File: src/qpht_pkg.sv
package qpht_pkg;

    localparam int TABLE_SLOTS = 64;
    localparam int KEY_BYTES   = 8;
    localparam int SLOT_W      = $clog2(TABLE_SLOTS);
    localparam int CNT_W       = $clog2(TABLE_SLOTS + 1);
    localparam int KEY_W       = 64;
    localparam int VAL_W       = 32;
    localparam int HASH_SHL_A  = 6;
    localparam int HASH_SHL_B  = 16;

    localparam logic [1:0] OP_INSERT = 2'd0;
    localparam logic [1:0] OP_LOOKUP = 2'd1;
    localparam logic [1:0] OP_REMOVE = 2'd2;
    localparam logic [1:0] OP_UNUSED = 2'd3;

    localparam logic [2:0] ST_NEW       = 3'd0;
    localparam logic [2:0] ST_REPLACED  = 3'd1;
    localparam logic [2:0] ST_FOUND     = 3'd2;
    localparam logic [2:0] ST_NOT_FOUND = 3'd3;
    localparam logic [2:0] ST_FULL      = 3'd4;

    // controller -> datapath
    typedef struct packed {
        logic load;       // latch operands, clear hash state
        logic hash_step;  // fold one key byte into hash
        logic probe_init; // probe index to 0, compute first slot
        logic probe_next; // advance probe index
        logic rd;         // issue slot read
        logic wr_new;     // write key/value, mark occupied
        logic wr_val;     // replace value
        logic clr;        // clear occupied flag
        logic hit_cap;    // capture found value and slot
    } qpht_cmd_t;

    // datapath -> controller
    typedef struct packed {
        logic hash_done;
        logic last_probe;
        logic occupied;
        logic key_eq;
        logic [1:0] opcode;
    } qpht_sts_t;

endpackage

File: src/qpht_ctrl.sv
module qpht_ctrl
    import qpht_pkg::*;
(
    input  logic              clk,
    input  logic              rst_n,
    input  logic              start,
    output logic              busy,
    input  qpht_sts_t         sts,
    output qpht_cmd_t         cmd,
    input  logic [VAL_W-1:0]  hit_value,
    input  logic [SLOT_W-1:0] hit_slot,
    input  logic [SLOT_W-1:0] cur_slot,
    output logic              done,
    output logic [2:0]        status,
    output logic [VAL_W-1:0]  value_out,
    output logic [SLOT_W-1:0] slot_index,
    output logic [CNT_W-1:0]  entries_now
);
    typedef enum logic [2:0] {S_IDLE, S_HASH, S_PROBE, S_READ, S_EVAL, S_FIN} state_t;

    state_t            state_reg, state_next;
    logic [CNT_W-1:0]  count_reg, count_next;
    logic [2:0]        st_reg, st_next;
    logic              found_reg, found_next;
    logic [SLOT_W-1:0] wslot_reg, wslot_next;
    logic              done_next;

    always_comb
    begin
        state_next = state_reg;
        count_next = count_reg;
        st_next    = st_reg;
        found_next = found_reg;
        wslot_next = wslot_reg;
        done_next  = 1'b0;
        cmd        = '0;
        case (state_reg)
            S_IDLE:
            begin
                if (start)
                begin
                    cmd.load   = 1'b1;
                    found_next = 1'b0;
                    state_next = S_HASH;
                end
            end
            S_HASH:
            begin
                cmd.hash_step = 1'b1;
                if (sts.hash_done)
                begin
                    cmd.hash_step  = 1'b0;
                    cmd.probe_init = 1'b1;
                    if (sts.opcode == OP_INSERT)
                    begin
                        st_next = ST_FULL;
                    end
                    else
                    begin
                        st_next = ST_NOT_FOUND;
                    end
                    state_next = (sts.opcode == OP_UNUSED) ? S_FIN : S_PROBE;
                end
            end
            S_PROBE:
            begin
                cmd.rd     = 1'b1;
                state_next = S_READ;
            end
            S_READ:
            begin
                state_next = S_EVAL;
            end
            S_EVAL:
            begin
                state_next = S_PROBE;
                if (sts.opcode == OP_INSERT)
                begin
                    if (!sts.occupied)
                    begin
                        cmd.wr_new = 1'b1;
                        st_next    = ST_NEW;
                        wslot_next = cur_slot;
                        found_next = 1'b1;
                        count_next = count_reg + 1'b1;
                        state_next = S_FIN;
                    end
                    else if (sts.key_eq)
                    begin
                        cmd.wr_val = 1'b1;
                        st_next    = ST_REPLACED;
                        wslot_next = cur_slot;
                        found_next = 1'b1;
                        state_next = S_FIN;
                    end
                end
                else if (sts.occupied && sts.key_eq)
                begin
                    cmd.hit_cap = 1'b1;
                    st_next     = ST_FOUND;
                    found_next  = 1'b1;
                    if (sts.opcode == OP_REMOVE)
                    begin
                        cmd.clr = 1'b1;
                        if (count_reg != '0)
                        begin
                            count_next = count_reg - 1'b1;
                        end
                    end
                    state_next = S_FIN;
                end
                if (state_next == S_PROBE)
                begin
                    if (sts.last_probe)
                    begin
                        state_next = S_FIN;
                    end
                    else
                    begin
                        cmd.probe_next = 1'b1;
                    end
                end
            end
            S_FIN:
            begin
                done_next  = 1'b1;
                state_next = S_IDLE;
            end
            default:
            begin
                state_next = S_IDLE;
            end
        endcase
    end

    always_ff @(posedge clk or negedge rst_n)
    begin
        if (!rst_n)
        begin
            state_reg <= S_IDLE;
            count_reg <= '0;
            st_reg    <= ST_NOT_FOUND;
            found_reg <= 1'b0;
            wslot_reg <= '0;
            done      <= 1'b0;
        end
        else
        begin
            state_reg <= state_next;
            count_reg <= count_next;
            st_reg    <= st_next;
            found_reg <= found_next;
            wslot_reg <= wslot_next;
            done      <= done_next;
        end
    end

    assign busy        = (state_reg != S_IDLE);
    assign status      = st_reg;
    assign entries_now = count_reg;
    always_comb
    begin
        value_out  = '0;
        slot_index = '0;
        if (found_reg)
        begin
            if (st_reg == ST_FOUND)
            begin
                value_out  = hit_value;
                slot_index = hit_slot;
            end
            else
            begin
                slot_index = wslot_reg;
            end
        end
    end
endmodule

File: config.mk
export PLATFORM = sky130hd
export DESIGN_NAME = qpht_ctrl
export DESIGN_NICKNAME = d
export VERILOG_FILES = /design/src/qpht_pkg.sv /design/src/qpht_ctrl.sv
export SDC_FILE = /design/constraint.sdc
export NUM_CORES = 1
export LEC_CHECK = 0
export BUFFER_PORTS_ARGS = -buffer_cell sky130_fd_sc_hd__clkbuf_2
export CAP_MARGIN = 10
export CORE_ASPECT_RATIO = 0.5
export CORE_UTILIZATION = 42
export CTS_CLUSTER_DIAMETER = 120
export DETAILED_ROUTE_END_ITERATION = 12
export PLACE_DENSITY_LB_ADDON = 0.1
export SLEW_MARGIN = 20
export SYNTH_ARGS = -nofsm -noshare
export SYNTH_HDL_FRONTEND = slang
export SYNTH_SLANG_ARGS = --single-unit
export TNS_END_PERCENT = 5
File: constraint.sdc
create_clock -name clk -period 2.6 [get_ports clk]
set_clock_uncertainty 0.15 [all_clocks]
set_input_delay 0.52 -clock clk [delete_from_list [all_inputs] [get_ports clk]]
set_output_delay 0.52 -clock clk [all_outputs]
set_load 0.02 [all_outputs]
==> impl_metrics.tcl <==
set metrics [dict create \
    critPathTopFamily "flip-flops" \
    worstSetupStartpoint "status[1]$_DFFE_PN1P_" \
    initial_core_utilization_pct 45.9 \
    gpl.final_weighted_congestion 0.974 \
    grt_pass1_wl_um 7560 \
    diodes 0 \
    chipHeight_um 46.3 \
    largest_reg_flops 7 \
    critical_r2r_launch "state_reg[1]$_DFFE_PN0P_" \
    avgSynthCellArea_um2 8.36 \
    status "finished clean" \
    critPathRequiredTime_ns 1.93 \
    final_min_period_over_clock_period_pct 94.8 \
    worstPathMaxFanout 38 \
    synthesis.yosys.warnings 0 \
    worstSetupEndpointType "output port" \
    average_detailed_routed_wire_length_per_instance_um 13.9 \
    top_sig_layer "met4" \
    cp_data_arrival_time_ns 1.79 \
    timing.final.max_slew_violations 0 \
    synthCells 197 \
    die_width_um 90.6 \
    crit_slowest_cell "dfstp_2" \
    drt-vias-per-instance 5.29 \
    timing.fmax_mhz 406 \
    grt-ovfl-total 0 \
    synth_area_leaders "dfrtp_1 29%, and3_1 12%, mux2_2 6.8%, mux2i_1 4.3%, ha_1 3.8%" \
    setup_repair_after_global_routing_missed_its_margin "no" \
    place.port_buffers 111 \
    dominantRegCellSynth "dfrtp_1" \
    mappedNetlistArea_um2 1650 \
    number_of_global_route_vias_before_repair 1563 \
    hold_buffers 0 \
    tritoncts "done" \
    synth-edff-count 0 \
    cts.htree.levels 1 \
    finish.utilization_pct 65.0 \
    post_cts_resized 0 \
    ir_drop_mv 0.615 \
    place_hpwl_um 3820 \
    final.min_clock_period_ns 2.46 \
    wl_met2_um 2450 \
    synth_nets 255 \
    detailedRoute.firstIterationViolations 91 \
    finalNetCount 362 \
    clkLatencyLatePin_ns 0.26 \
    synth_area_leader_cell "dfrtp_1" \
    grt_start_max_net_pins 39 \
    cell_by_cell_trace_of_the_critical_path "nor3b_2 -> buf_4 -> mux2i_1 -> nor2b_1 -> clkbuf_2" \
    tns_ns 0 \
    ys_async_sr_fraction_pct 100 \
    detail_route.drc_violations 0 \
    clk_transition_reported_paths_ns 0.07 \
    cts-root-to-sink-buffers 2 \
    start_kind "register" \
    post_route_cells_drive_above_1_share_pct 46.5 \
    synth_top_cell_area_share_pct 28.9 \
    timing.critical_path.slowest_cell_delay_ns 0.56 \
    fillers 341 \
    grt_antenna_before_repair 0 \
    clock_tree_root_buffer_cell "clkbuf_8" \
    route.layer.met1.wl_um 2130 \
    power_per_cell_area_nw_per_um2 849 \
    ys_seq_area_share_pct 32.1 \
    drt_first_pass_iters 4 \
    synth.ff_latch_count 21 \
    area_growth_syn_to_layout_pct 41.6 \
    cts_num_sinks 21 \
    post_cts_buffers 0 \
    timing.hold.worst.class "input pin to async pin" \
    route.met3.wl_um 299 \
    timing.final.setup_violations 0 \
    maxCapViolations 0 \
    postRouteAntennaNets 0 \
    crit_type "register to output port" \
    finalHoldViolCount 0 \
    worst_pin_slew_ns 0.582 \
    p_leak_nw 1.34 \
    cp_num_buf_inv 2 \
    timing.slew.headroom_pct 61.0 \
    dieArea_um2 4190 \
    cts-buffers-inserted 3 \
    yosysUniqueCellTypes 42 \
    grt.total_usage_pct 22.9 \
    core.rowCount 15 \
    detailroute.via_count 1872 \
    io_pins 112 \
    core_region_area_um2 3580 \
    postRouteWirelength_um 4920 \
]
[worst reg2reg max path, stage by stage, from the launching register on]
cell      delay [ns]
dfrtp_1         0.50
or3b_1          0.54
a211oi_2        0.24
nand2_2         0.18
or3_1           0.39
nand2_1         0.07
[metrics by stage]
step	setup WS, ns	hold slack, ns	total power, mW	instances	instance area, um^2
detailed placement	0.242	0.343	1.76	350	2280
floorplan	0.0345	0.0744	1.44	197	1670
finish	0.135	0.0757	1.98	354	2330
global route	0.00258	0.114	2.14	354	2330
CTS	0.123	0.0918	1.98	354	2330
global placement	0.276	0.338	1.72	350	2280
[kinds of logic after synthesis]
group                    synth area share, %
flip-flops                              32.1
adder cells (fa/ha/maj)                 3.80
AO/OA/AOI/OAI                           14.5
multiplexers                            11.1
XOR/XNOR                                3.19
AND/OR/NAND/NOR                         29.9
buffers and inverters                   5.39
[cell usage in the layout (no fill, tap or decap), types with 6 or more instances in the layout]
cell type  instances
nor2_1            13
nand2_1           10
buf_4              8
nor2b_1            6
a21oi_1           10
mux2_2            10
o21ai_0           11
nor3_1             6
dfrtp_1           19
clkbuf_2         111
mux2i_1            7
and3_1            32
[power breakdown]
group	internal [mW]	leakage (nW)	switching (mW)
logic	0.490	1.04	0.646
clock network	0.107	0.0255	0.109
registers	0.468	0.268	0.162
[final cells by class]
class | instances | area (um^2) | share of cell area (%)
clock buffers | 3 | 41.3 | 1.77
clock inverters | 1 | 5.00 | 0.215
inverters | 5 | 18.8 | 0.805
multi-input cells | 154 | 1060 | 45.4
flip-flops and latches | 21 | 528 | 22.7
well taps | 51 | 63.8 | 2.74
repair buffers | 119 | 616 | 26.4
[synthesized netlist by cell type (4+ instances only)]
cell type,n
nand2_1,10
a21oi_1,10
nor2b_1,6
nor2_1,13
and3_1,32
inv_1,5
clkbuf_1,11
o22ai_1,4
o21ai_0,11
nor3_1,6
ha_1,5
buf_2,4
dfrtp_1,19
mux2i_1,7
mux2_2,10
[final timing paths]
path	to	slack, ns	depth (start not counted)
max	slot_index[1]	0.14	5
min	entries_now[1]$_DFFE_PN0P_	0.08	1
max reg2reg	entries_now[3]$_DFFE_PN0P_	0.48	5
min reg2reg	entries_now[6]$_DFFE_PN0P_	0.36	1
max in group asynchronous	status[0]$_DFFE_PN1P_	1.85	1
min in group clk	wslot_reg[3]$_DFFE_PN0P_	0.34	2
[routing by layer]
layer / global-route usage (%) / up-vias
li1: - / 928
met1: 28.6 / 877
met2: 41.8 / 61
met3: 5.61 / 6
met4: 4.19 / 0
met5: 0 / -
Power figures use the tool's default switching activity.
